<file path="src/hw/rtl/spead_header_item_parser_unit_macros.svh">
// Assertion macros for the SPEAD header item parser.
// Included by the top level; expects clk and rst in the including scope.
`ifndef SPEAD_HEADER_ITEM_PARSER_UNIT_MACROS_SVH
`define SPEAD_HEADER_ITEM_PARSER_UNIT_MACROS_SVH

// Same-cycle implication, disabled during reset
`define SHP_ASSERT_NOW(lbl, ante, cons) \
  lbl: assert property (@(posedge clk) disable iff (rst) (ante) |-> (cons)) \
    else $error("shp assertion failed");

// Next-cycle implication, disabled during reset
`define SHP_ASSERT_NEXT(lbl, ante, cons) \
  lbl: assert property (@(posedge clk) disable iff (rst) (ante) |=> (cons)) \
    else $error("shp assertion failed");

`endif

</file>
<file path="src/hw/rtl/shp_pkg.sv">
// Shared types and constants for the SPEAD header item parser.
// No dependencies.
package shp_pkg;

  // Header checks
  localparam logic [7:0] MAGIC   = 8'h53;
  localparam logic [7:0] VERSION = 8'h04;

  // Item ids of interest
  localparam logic [63:0] ID_HEAP_CNT  = 64'h1;
  localparam logic [63:0] ID_HEAP_OFF  = 64'h3;
  localparam logic [63:0] ID_PAY_LEN   = 64'h4;
  localparam logic [63:0] ID_CTRL      = 64'h6;
  localparam logic [63:0] ID_BASELINES = 64'h6005;
  localparam logic [63:0] ID_VIS_OFF   = 64'h600A;

  // Stream control value for end of stream
  localparam logic [63:0] CTRL_STOP = 64'd2;
  localparam logic [31:0] HEAP_BIAS = 32'd2;

  // Address width saturates at a full word
  localparam logic [7:0] ADDR_W_MAX = 8'd64;

  typedef enum logic [2:0] {
    PH_HEADER  = 3'b001,
    PH_ITEMS   = 3'b010,
    PH_PAYLOAD = 3'b100
  } phase_t;

  typedef enum logic [1:0] {
    ST_BAD      = 2'd0,
    ST_CONTROL  = 2'd1,
    ST_NO_PLACE = 2'd2,
    ST_PLACED   = 2'd3
  } status_t;

  // Decoded item pointer
  typedef struct packed {
    logic        heap_cnt;
    logic        heap_off;
    logic        pay_len;
    logic        ctrl;
    logic        baselines;
    logic        vis_off;
    logic [63:0] addr;
  } item_dec_t;

  // Packet state that feeds the summary
  typedef struct packed {
    logic        header_ok;
    logic        control_seen;
    logic [63:0] pkt_heap_offset;
    logic [63:0] pkt_payload_len;
    logic [63:0] pkt_vis_start;
    logic [63:0] vis_heap_offset;
    logic [31:0] baseline_count;
  } pkt_state_t;

endpackage

</file>
<file path="src/hw/rtl/spead_header_item_parser_unit.sv">
// SPEAD header item parser, top level. Depends on shp_pkg, shp_item_dec, shp_summary.
// Throughput: one packet word per cycle while a last word finds the result slot
// free; input and result registers decouple the two streams. The result
// register captures a last word's result. Synchronous active-high reset returns the
// parser to expecting a header and clears all held packet and stream state.
module spead_header_item_parser_unit (
  input  logic         clk,
  input  logic         rst,
  // input stream
  input  logic         s_tvalid,
  output logic         s_tready,
  input  logic [63:0]  s_tdata,   // [63:0] word
  input  logic         s_tlast,   // last word of packet
  // result stream
  output logic         m_tvalid,
  input  logic         m_tready,
  output logic [167:0] m_tdata,   // [31:0] heap_num, [95:32] vis_length,
                                  // [159:96] block_offset, [160] stream_done,
                                  // [167:161] zero
  output logic [1:0]   m_tuser    // [1:0] status
);

  // input register
  logic        in_v;
  logic [63:0] in_word;
  logic        in_last;
  logic        out_free;
  logic        proc_fire;

  // parser state
  shp_pkg::phase_t phase, phase_next;
  logic [7:0]  items_left, items_left_next;
  logic [6:0]  addr_width, addr_width_next;
  logic [7:0]  id_width, id_width_next;
  logic [31:0] heap_counter, heap_counter_next;
  logic        done_flag, done_flag_next;
  shp_pkg::pkt_state_t pst, pst_next;

  // header decode
  logic [7:0]  aw8;
  logic        hdr_ok;
  logic [7:0]  items_dec;

  shp_pkg::item_dec_t dec;
  shp_pkg::status_t   sum_status;
  logic [63:0]        sum_vlen;
  logic [63:0]        sum_boff;

  // result register
  logic [1:0]  res_status;
  logic [31:0] res_heap_num;
  logic [63:0] res_vlen;
  logic [63:0] res_boff;
  logic        res_done;

  // Handshake: a last word needs the result slot free
  assign out_free  = !m_tvalid || m_tready;
  assign proc_fire = in_v && (!in_last || out_free);
  assign s_tready  = !in_v || proc_fire;

  always_ff @(posedge clk) begin
    if (rst) begin
      in_v <= 1'b0;
    end else if (s_tready) begin
      in_v <= s_tvalid;
    end
  end

  always_ff @(posedge clk) begin
    if (s_tvalid && s_tready) begin
      in_word <= s_tdata;
      in_last <= s_tlast;
    end
  end

  shp_item_dec u_dec (
    .word       (in_word),
    .addr_width (addr_width),
    .id_width   (id_width),
    .dec        (dec)
  );

  // Header fields
  assign aw8       = {in_word[36:32], 3'b000};
  assign hdr_ok    = (in_word[63:56] == shp_pkg::MAGIC) && (in_word[55:48] == shp_pkg::VERSION);
  assign items_dec = items_left - 8'd1;

  // Next state for the word in the input register
  always_comb begin
    phase_next        = phase;
    items_left_next   = items_left;
    addr_width_next   = addr_width;
    id_width_next     = id_width;
    heap_counter_next = heap_counter;
    done_flag_next    = done_flag;
    pst_next          = pst;
    case (phase)
      shp_pkg::PH_HEADER: begin
        pst_next.control_seen    = 1'b0;
        pst_next.pkt_heap_offset = '0;
        pst_next.pkt_payload_len = '0;
        pst_next.pkt_vis_start   = '0;
        pst_next.header_ok       = hdr_ok;
        id_width_next            = {in_word[44:40], 3'b000} - 8'd1;
        addr_width_next          = (aw8 > shp_pkg::ADDR_W_MAX) ? 7'd64 : aw8[6:0];
        items_left_next          = hdr_ok ? in_word[7:0] : 8'd0;
        phase_next = (hdr_ok && (in_word[7:0] != 8'd0)) ? shp_pkg::PH_ITEMS
                                                       : shp_pkg::PH_PAYLOAD;
      end
      shp_pkg::PH_ITEMS: begin
        if (dec.heap_cnt) begin
          heap_counter_next = dec.addr[31:0] - shp_pkg::HEAP_BIAS;
        end
        if (dec.heap_off) begin
          pst_next.pkt_heap_offset = dec.addr;
        end
        if (dec.pay_len) begin
          pst_next.pkt_payload_len = dec.addr;
        end
        if (dec.ctrl) begin
          pst_next.control_seen = 1'b1;
          if (dec.addr == shp_pkg::CTRL_STOP) begin
            done_flag_next = 1'b1;
          end
        end
        if (dec.baselines) begin
          pst_next.baseline_count = {dec.addr[7:0], dec.addr[15:8],
                                     dec.addr[23:16], dec.addr[31:24]};
        end
        if (dec.vis_off) begin
          pst_next.vis_heap_offset = dec.addr;
          pst_next.pkt_vis_start   = dec.addr;
        end
        items_left_next = items_dec;
        if (items_dec == 8'd0) begin
          phase_next = shp_pkg::PH_PAYLOAD;
        end
      end
      shp_pkg::PH_PAYLOAD: begin
        phase_next = phase;
      end
      default: begin
        phase_next = shp_pkg::PH_HEADER;
      end
    endcase
    // End of packet rearms the header check
    if (in_last) begin
      phase_next      = shp_pkg::PH_HEADER;
      items_left_next = 8'd0;
    end
  end

  shp_summary u_sum (
    .st           (pst_next),
    .status       (sum_status),
    .vis_length   (sum_vlen),
    .block_offset (sum_boff)
  );

  // State registers
  always_ff @(posedge clk) begin
    if (rst) begin
      phase        <= shp_pkg::PH_HEADER;
      items_left   <= '0;
      addr_width   <= '0;
      id_width     <= '0;
      heap_counter <= '0;
      done_flag    <= 1'b0;
      pst          <= '0;
    end else if (proc_fire) begin
      phase        <= phase_next;
      items_left   <= items_left_next;
      addr_width   <= addr_width_next;
      id_width     <= id_width_next;
      heap_counter <= heap_counter_next;
      done_flag    <= done_flag_next;
      pst          <= pst_next;
    end
  end

  // Result register
  always_ff @(posedge clk) begin
    if (rst) begin
      m_tvalid <= 1'b0;
    end else if (proc_fire && in_last) begin
      m_tvalid <= 1'b1;
    end else if (m_tready) begin
      m_tvalid <= 1'b0;
    end
  end

  always_ff @(posedge clk) begin
    if (proc_fire && in_last) begin
      res_status   <= sum_status;
      res_heap_num <= heap_counter_next;
      res_vlen     <= sum_vlen;
      res_boff     <= sum_boff;
      res_done     <= done_flag_next;
    end
  end

  assign m_tuser = res_status;
  assign m_tdata = {7'd0, res_done, res_boff, res_vlen, res_heap_num};

  `include "spead_header_item_parser_unit_macros.svh"

  // Stream end flag never clears outside reset
  `SHP_ASSERT_NEXT(a_done_sticky, done_flag, done_flag)
  // Pending items only while walking the item list
  `SHP_ASSERT_NOW(a_items_phase, items_left != 8'd0, phase == shp_pkg::PH_ITEMS)
  // Placement fields stay zero unless data is placed
  `SHP_ASSERT_NOW(a_place_zero, m_tvalid && (m_tuser != shp_pkg::ST_PLACED),
                  m_tdata[159:32] == 128'd0)
  // A processed last word always yields a result
  `SHP_ASSERT_NEXT(a_last_result, proc_fire && in_last, m_tvalid)

endmodule

</file>
<file path="src/hw/rtl/shp_item_dec.sv">
// Item pointer decoder: splits a word into address and id and matches known ids.
// Depends on shp_pkg.
module shp_item_dec (
  input  logic [63:0]       word,
  input  logic [6:0]        addr_width,
  input  logic [7:0]        id_width,
  output shp_pkg::item_dec_t dec
);

  logic [63:0] addr_mask;
  logic [63:0] id_mask;
  logic [63:0] id_raw;
  logic [63:0] id;

  // Address takes the low bits, id the bits above
  assign addr_mask = addr_width[6] ? '1 : ((64'd1 << addr_width[5:0]) - 64'd1);
  assign id_raw    = addr_width[6] ? '0 : (word >> addr_width[5:0]);
  assign id_mask   = (|id_width[7:6]) ? '1 : ((64'd1 << id_width[5:0]) - 64'd1);
  assign id        = id_raw & id_mask;

  // Id match flags
  always_comb begin
    dec.addr      = word & addr_mask;
    dec.heap_cnt  = (id == shp_pkg::ID_HEAP_CNT);
    dec.heap_off  = (id == shp_pkg::ID_HEAP_OFF);
    dec.pay_len   = (id == shp_pkg::ID_PAY_LEN);
    dec.ctrl      = (id == shp_pkg::ID_CTRL);
    dec.baselines = (id == shp_pkg::ID_BASELINES);
    dec.vis_off   = (id == shp_pkg::ID_VIS_OFF);
  end

endmodule

</file>
<file path="src/hw/rtl/shp_summary.sv">
// Packet summary: status decision and placement arithmetic.
// Depends on shp_pkg.
module shp_summary (
  input  shp_pkg::pkt_state_t st,
  output shp_pkg::status_t    status,
  output logic [63:0]         vis_length,
  output logic [63:0]         block_offset
);

  logic placeable;

  // Visibility data placed when offset set and baseline count positive
  assign placeable = (st.vis_heap_offset != 64'd0) && (st.baseline_count != 32'd0) &&
                     !st.baseline_count[31];

  always_comb begin
    vis_length   = '0;
    block_offset = '0;
    if (!st.header_ok) begin
      status = shp_pkg::ST_BAD;
    end else if (st.control_seen) begin
      status = shp_pkg::ST_CONTROL;
    end else if (placeable) begin
      status       = shp_pkg::ST_PLACED;
      vis_length   = st.pkt_payload_len - st.pkt_vis_start;
      block_offset = st.pkt_heap_offset - st.vis_heap_offset + st.pkt_vis_start;
    end else begin
      status = shp_pkg::ST_NO_PLACE;
    end
  end

endmodule

</file>
<file path="config.mk">
export PLATFORM = sky130hd
export DESIGN_NAME = spead_header_item_parser_unit
export DESIGN_NICKNAME = d
export VERILOG_FILES = /design/src/hw/rtl/shp_pkg.sv /design/src/hw/rtl/spead_header_item_parser_unit.sv /design/src/hw/rtl/shp_item_dec.sv /design/src/hw/rtl/shp_summary.sv
export VERILOG_INCLUDE_DIRS = /design/src /design/src/hw/rtl
export SDC_FILE = /design/constraint.sdc
export NUM_CORES = 2
export LEC_CHECK = 0
export BUFFER_PORTS_ARGS = -buffer_cell sky130_fd_sc_hd__buf_2
export CORE_MARGIN = 1.5
export CORE_UTILIZATION = 66
export DETAILED_ROUTE_END_ITERATION = 6
export GPL_ROUTABILITY_DRIVEN = 0
export PLACE_DENSITY = 0.86
export SYNTH_ARGS = -nofsm -noshare
export SYNTH_HDL_FRONTEND = slang
export SYNTH_SLANG_ARGS = --single-unit
</file>
<file path="constraint.sdc">
create_clock -name clk -period 18.2 [get_ports clk]
set_clock_uncertainty 0.2 [all_clocks]
set_input_delay 1.82 -clock clk [delete_from_list [all_inputs] [get_ports clk]]
set_output_delay 1.82 -clock clk [all_outputs]
set_load 0.01 [all_outputs]
</file>
=== After elaboration in Yosys (flattened, before gate mapping) ===
Index checks and enable logic that the tools add are counted.

* Input bits: 69
* Bits in registers: 579

* Multiplexer cells: 28
* Reduce and logical (&&, ||, !) cells: 26
* $lt $le $gt $ge: 1
* Add/subtract/negate cells: 8
* Shifts and indexed selects: 3
* Bitwise operators: 4
* Eq/ne operators: 14

{| class="wikitable"
|+ Operators with widths
! kind !! number
|-
| $pmux W193 S2 || 1
|-
| $mux W64 || 5
|-
| $and A64 B64 Y64 || 2
|-
| $eq A64 B15 Y1 const B || 2
|-
| $eq A64 B2 Y1 const B || 2
|-
| $eq A64 B3 Y1 const B || 2
|-
| $mux W128 || 1
|-
| $shl A1 B6 Y64 const A || 2
|-
| $sub A64 B1 Y64 const B || 2
|-
| $sub A64 B64 Y64 || 2
|-
| $mux W32 || 3
|-
| $mux W96 || 1
|-
| $add A64 B64 Y64 || 1
|-
| $eq A64 B1 Y1 const B || 1
|-
| $reduce_bool A64 Y1 || 1
|-
| $shr A64 B6 Y64 || 1
|-
| $reduce_bool A32 Y1 || 1
|-
| $sub A32 B2 Y32 const B || 1
|-
| $mux W8 || 2
|-
| $pmux W8 S2 || 1
|-
| $sub A8 B1 Y8 const B || 2
|-
| $mux W1 || 9
|-
| $mux W3 || 3
|-
| $pmux W3 S3 || 1
|-
| 21 further kinds || 35
|}

=== Longest topological paths before layout ===
* Depth in word-level cells: 12
* Gate-level depth with buffers: 41
* Gate-level depth less buffers: 36

=== Cells and area by module ===
From an unflattened synthesis, not the netlist that was laid out.

* Cell total of the unflattened synthesis: 5216
* Area total of the unflattened synthesis: 42716.0 µm²

{| class="wikitable"
|+ By module, submodules not included
! module !! area an instance (µm²) !! times used !! cells an instance !! seq. area each (µm²)
|-
| spead_header_item_parser_unit || 24277.0 || 1 || 2495 || 13773.2
|-
| shp_summary || 10677.7 || 1 || 1619 || 0.0
|-
| shp_item_dec || 7761.2 || 1 || 1102 || 0.0
|}

=== Worst setup path before layout ===
Ideal clock, no wire load.

* Path type: register to register
* Start point: register id_width[3]
* End point: register res_boff[62] (data pin)
* Data arrival time: 7.811 ns
* Cell stages (with the launch flop): 37
* Setup time: 0.260 ns
* Setup slack: 9.929 ns
* Data required time: 17.740 ns
* Path through: dfxtp_1 > buf_4 > clkbuf_1 > nand3b_1 > ha_1 > inv_1 > xnor2_1 > o221ai_1 > nand3_1 > o311a_1 > buf_2 > or2_2 > or4b_2 > nor2_1 > clkbuf_1 > buf_1 > a22oi_1 > fa_1 > fa_1 > nor2b_1 > o21ai_0 > a21boi_0 > o21ai_0 > a21boi_0 > o21ai_0 > nor4bb_1 > nor3b_1 > o211ai_1 > a21oi_1 > o2111ai_1 > a21oi_1 > o31ai_1 > a21oi_1 > o2111ai_1 > a2111oi_0 > o21a_1 > nor3_1

* Cells in the longest elaborated chain, start to end: 12

{| class="wikitable"
|+ Ends and longest elaborated chain
! element !! line !! source
|-
| start, declared || spead_header_item_parser_unit.sv:34 || <nowiki>logic [7:0] id_width, id_width_next;</nowiki>
|-
| start signal, assigned || spead_header_item_parser_unit.sv:174 || <nowiki>id_width <= id_width_next;</nowiki>
|-
| $shl A1 B6 Y64 * || shp_item_dec.sv:18 || <nowiki>assign id_mask = (|id_width[7:6]) ? '1 : ((64'd1 << id_width[5:0]) - 64'd1);</nowiki>
|-
| $sub A64 B1 Y64 * || shp_item_dec.sv:18 ||
|-
| $mux W64 * || shp_item_dec.sv:18 ||
|-
| $and A64 B64 Y64 * || shp_item_dec.sv:19 || <nowiki>assign id = id_raw & id_mask;</nowiki>
|-
| parallel branches: the longest is 8 deep, another holds $sub A64 B64 Y64 || -- ||
|-
| end signal, assigned || spead_header_item_parser_unit.sv:197 || <nowiki>res_boff <= sum_boff;</nowiki>
|-
| end, declared || spead_header_item_parser_unit.sv:53 || <nowiki>logic [63:0] res_boff;</nowiki>
|}

Mark *: on every way between the ends.
A chain may end at the register's enable or synchronous reset.

==> flow_metrics.tcl <==
set metrics [dict create \
    crit_family "compound AO/OA/AOI/OAI gates" \
    dp.final_hpwl_um 80400 \
    dr.pass1.iters 7 \
    cts_setup_buffers 0 \
    h-tree-depth 2 \
    cap_violations 0 \
    yosysSeqAreaShare 0.397 \
    ys_warn_count 0 \
    fmax_ghz 0.0930 \
    pwr_density_cell_nw_per_um2 83.3 \
    cts_tree "yes" \
    synthTopCellsByCount "nor2_1, nand2_1, a21oi_1" \
    drv_slew 0 \
    ctsResizeCount 0 \
    area_growth_pct 9.59 \
    drt_iter0_drc 5991 \
    p_comb_frac 0.168 \
    clkPwrFrac 0.388 \
    insertion_delay_ns 0.66 \
    grt_usage 0.413 \
    cts_buffers 58 \
    synth.area.top_cells "dfxtp_1, edfxtp_1, nor2_1" \
    cp_slowest_cell "dfxtp_2" \
    drive_gt1_frac 0.116 \
    cp.required_ns 18.37 \
    worstSetupPathType "register to register" \
    yosys.area.top_type "dfxtp_1" \
    rr_worst_depth 31 \
    sw_frac_of_total 0.294 \
    switching_power_mw 0.930 \
    status "finished with violations" \
    rsz0062_at_grt "no" \
    synth_ff_type "dfxtp_1" \
    tns_ns 0 \
    slew-limit-headroom 0.174 \
    dpl-instance-area_um2 36000 \
    setup-violations-final 0 \
    num_rows 83 \
    path_buf_inv 2 \
    synth_most_common_cell "nor2_1" \
    hp-start "heap_counter[17]" \
    min_to "heap_counter[17]" \
    slowest_delay_ns 0.98 \
    synth_edf_count 228 \
    cts.reportedPaths.clkPinSlew_ns 0.07 \
    vias 33100 \
    io_buffers 233 \
    fin_nets 4357 \
    drc 93 \
    reg2reg_slack_ns 7.45 \
    synth_top_cell_area_share 0.200 \
    grt_pass1_wl_um 171000 \
    crit_fanout 50 \
    ys_seq_elements 574 \
    placedCellCount 4724 \
    antenna_found_initial 2 \
    syn_inst 4014 \
    leakagePower_nw 15.0 \
    nFillCells 3760 \
    hold_viol 0 \
    syn-cell-area_um2 34700 \
    worstReg2RegStart "addr_width[3]" \
    die_y_um 232 \
    grt_pass1_vias 29900 \
    via_per_inst 6.85 \
    violations "DRC" \
    cp.arrival_ns 10.93 \
    p_int_mw 2.24 \
    cpMostUsedCell "o21ai_0" \
    dieWidth_um 232 \
    final_antenna_net_count 0 \
    finalCriticalPeriod_ns 10.75 \
    wire_per_inst_um 23.7 \
    synthDistinctLibCells 112 \
    peakVddDrop_v 0.0000718 \
    start_util 0.672 \
    final_area_um2 38000 \
    hold_buffers 0 \
    clk_path_buf_depth 3 \
    min_period_over_period 0.591 \
    worst_pin_slew_ns 1.24 \
    async_flop_share 0 \
    cts.sinks 574 \
    stdcell_count 4835 \
    worstHoldPathType "register to register" \
    startpoint_type "register" \
    pwr-share-seq 0.444 \
    root_buffer "clkbuf_16" \
    timing.rr.end "res_boff[59]" \
    drt_wl_total_um 115000 \
    dieArea_um2 53900 \
    min_path_cells 2 \
    core_um2 51600 \
    grt_overflow 0 \
    syn_avg_cell_area_um2 8.64 \
    io_pins 241 \
    grt_max_degree 112 \
    cp-end-kind "register" \
]
through the flow:
step | hold slack [ns] | power, mW | setup WS [ns] | utilization
2_1_floorplan | 0.227 | 1.77 | 9.93 | -
3_3_place_gp | 0.238 | 1.92 | 8.06 | 0.698
3_5_place_dp | 0.244 | 1.93 | 7.74 | 0.698
4_1_cts | 0.254 | 3.14 | 7.72 | 0.736
5_1_grt | 0.267 | 3.24 | 6.90 | 0.736
6_report | 0.255 | 3.17 | 7.45 | 0.736
registers in the layout, indices dropped and copies added, names as in the netlist, 4 cells and up:
signal and flops:
in_word 64, items_left 8, res_vlen 64, res_heap_num 32
id_width 6, addr_width 4, pst 290, heap_counter 32
res_boff 64
power groups by stage:
stage / registers, mW / logic (mW) / clock network [mW]
after detailed placement: 1.43 / 0.500 / 0
after global placement: 1.43 / 0.494 / 0
after CTS: 1.40 / 0.504 / 1.23
final: 1.41 / 0.532 / 1.23
after floorplan: 1.42 / 0.353 / 0
after global routing: 1.41 / 0.558 / 1.28
per-layer routing:
| metal | track usage | vias to the layer above | routed length [µm] |
|---|---|---|---|
| met4 | 0.219 | 2 | 7650 |
| met1 | 0.546 | 15200 | 41700 |
| met5 | 0 | - | 11 |
| met2 | 0.584 | 2737 | 46500 |
| met3 | 0.155 | 585 | 18800 |
| li1 | - | 14600 | - |
tightest hold or removal path, stage by stage, from the launching register on:
cell and delay (ns):
dfxtp_1 0.31, nand2_1 0.05, a21oi_1 0.05
layout by cell type, fill, tap and decap left out, drive strengths merged, types with 17 or more instances in the layout:
cell	Yosys	layout
nor3	99	99
a21oi	356	356
nand3	77	77
or2	18	18
ha	133	133
clkinv	1	21
a22oi	86	86
nand2b	31	31
xnor2	97	97
fa	51	51
a31oi	26	26
a21o	85	85
clkbuf	188	72
a32o	22	22
nand2	471	471
nand4	35	35
inv	160	168
xor2	51	51
nor2	508	508
and2	62	62
nor4	35	35
o21bai	26	26
or4	17	17
mux2i	39	39
o211ai	27	27
a211oi	97	97
dfxtp	346	346
a22o	41	41
edfxtp	228	228
o21ai	190	190
buf	70	282
nor2b	40	40
and3	31	31
a32oi	41	41
worst max-delay path by stage:
stage | start | endpoint | slack [ns] | cells past startpoint
4_1_cts | addr_width[3] | res_boff[59] | 7.72 | 31
5_1_grt | addr_width[3] | res_boff[59] | 6.90 | 31
2_1_floorplan | id_width[3] | res_boff[62] | 9.93 | 36
6_report | addr_width[3] | res_boff[59] | 7.45 | 31
3_5_place_dp | addr_width[3] | res_boff[59] | 7.74 | 31
3_3_place_gp | addr_width[3] | res_boff[59] | 8.06 | 30
area by class of cell:
type | instances | area, µm² | share of cell area
Sequential cell | 574 | 13800 | 0.363
Antenna cell | 2 | 5.00 | 0.000132
Multi-Input combinational cell | 3027 | 19300 | 0.507
Clock inverter | 37 | 380 | 0.0100
Inverter | 161 | 604 | 0.0159
Clock buffer | 72 | 1570 | 0.0412
Timing Repair Buffer | 282 | 1540 | 0.0406
Tap cell | 680 | 851 | 0.0224
cell families (layout without fill, tap and decap cells):
family                     after synthesis  after routing  synth area share
AOI/OAI and AO/OA                     1131           1131             0.217
xor gates and xnor gates               148            148            0.0376
adders and majority gates              195            195            0.0809
buffers and inverters                  419            552            0.0498
DFF                                    574            574             0.397
muxes                                   58             58            0.0201
other                                    1              9          0.000108
and+or+nand+nor                       1488           1488             0.197
(Power assumes the default switching activity.)
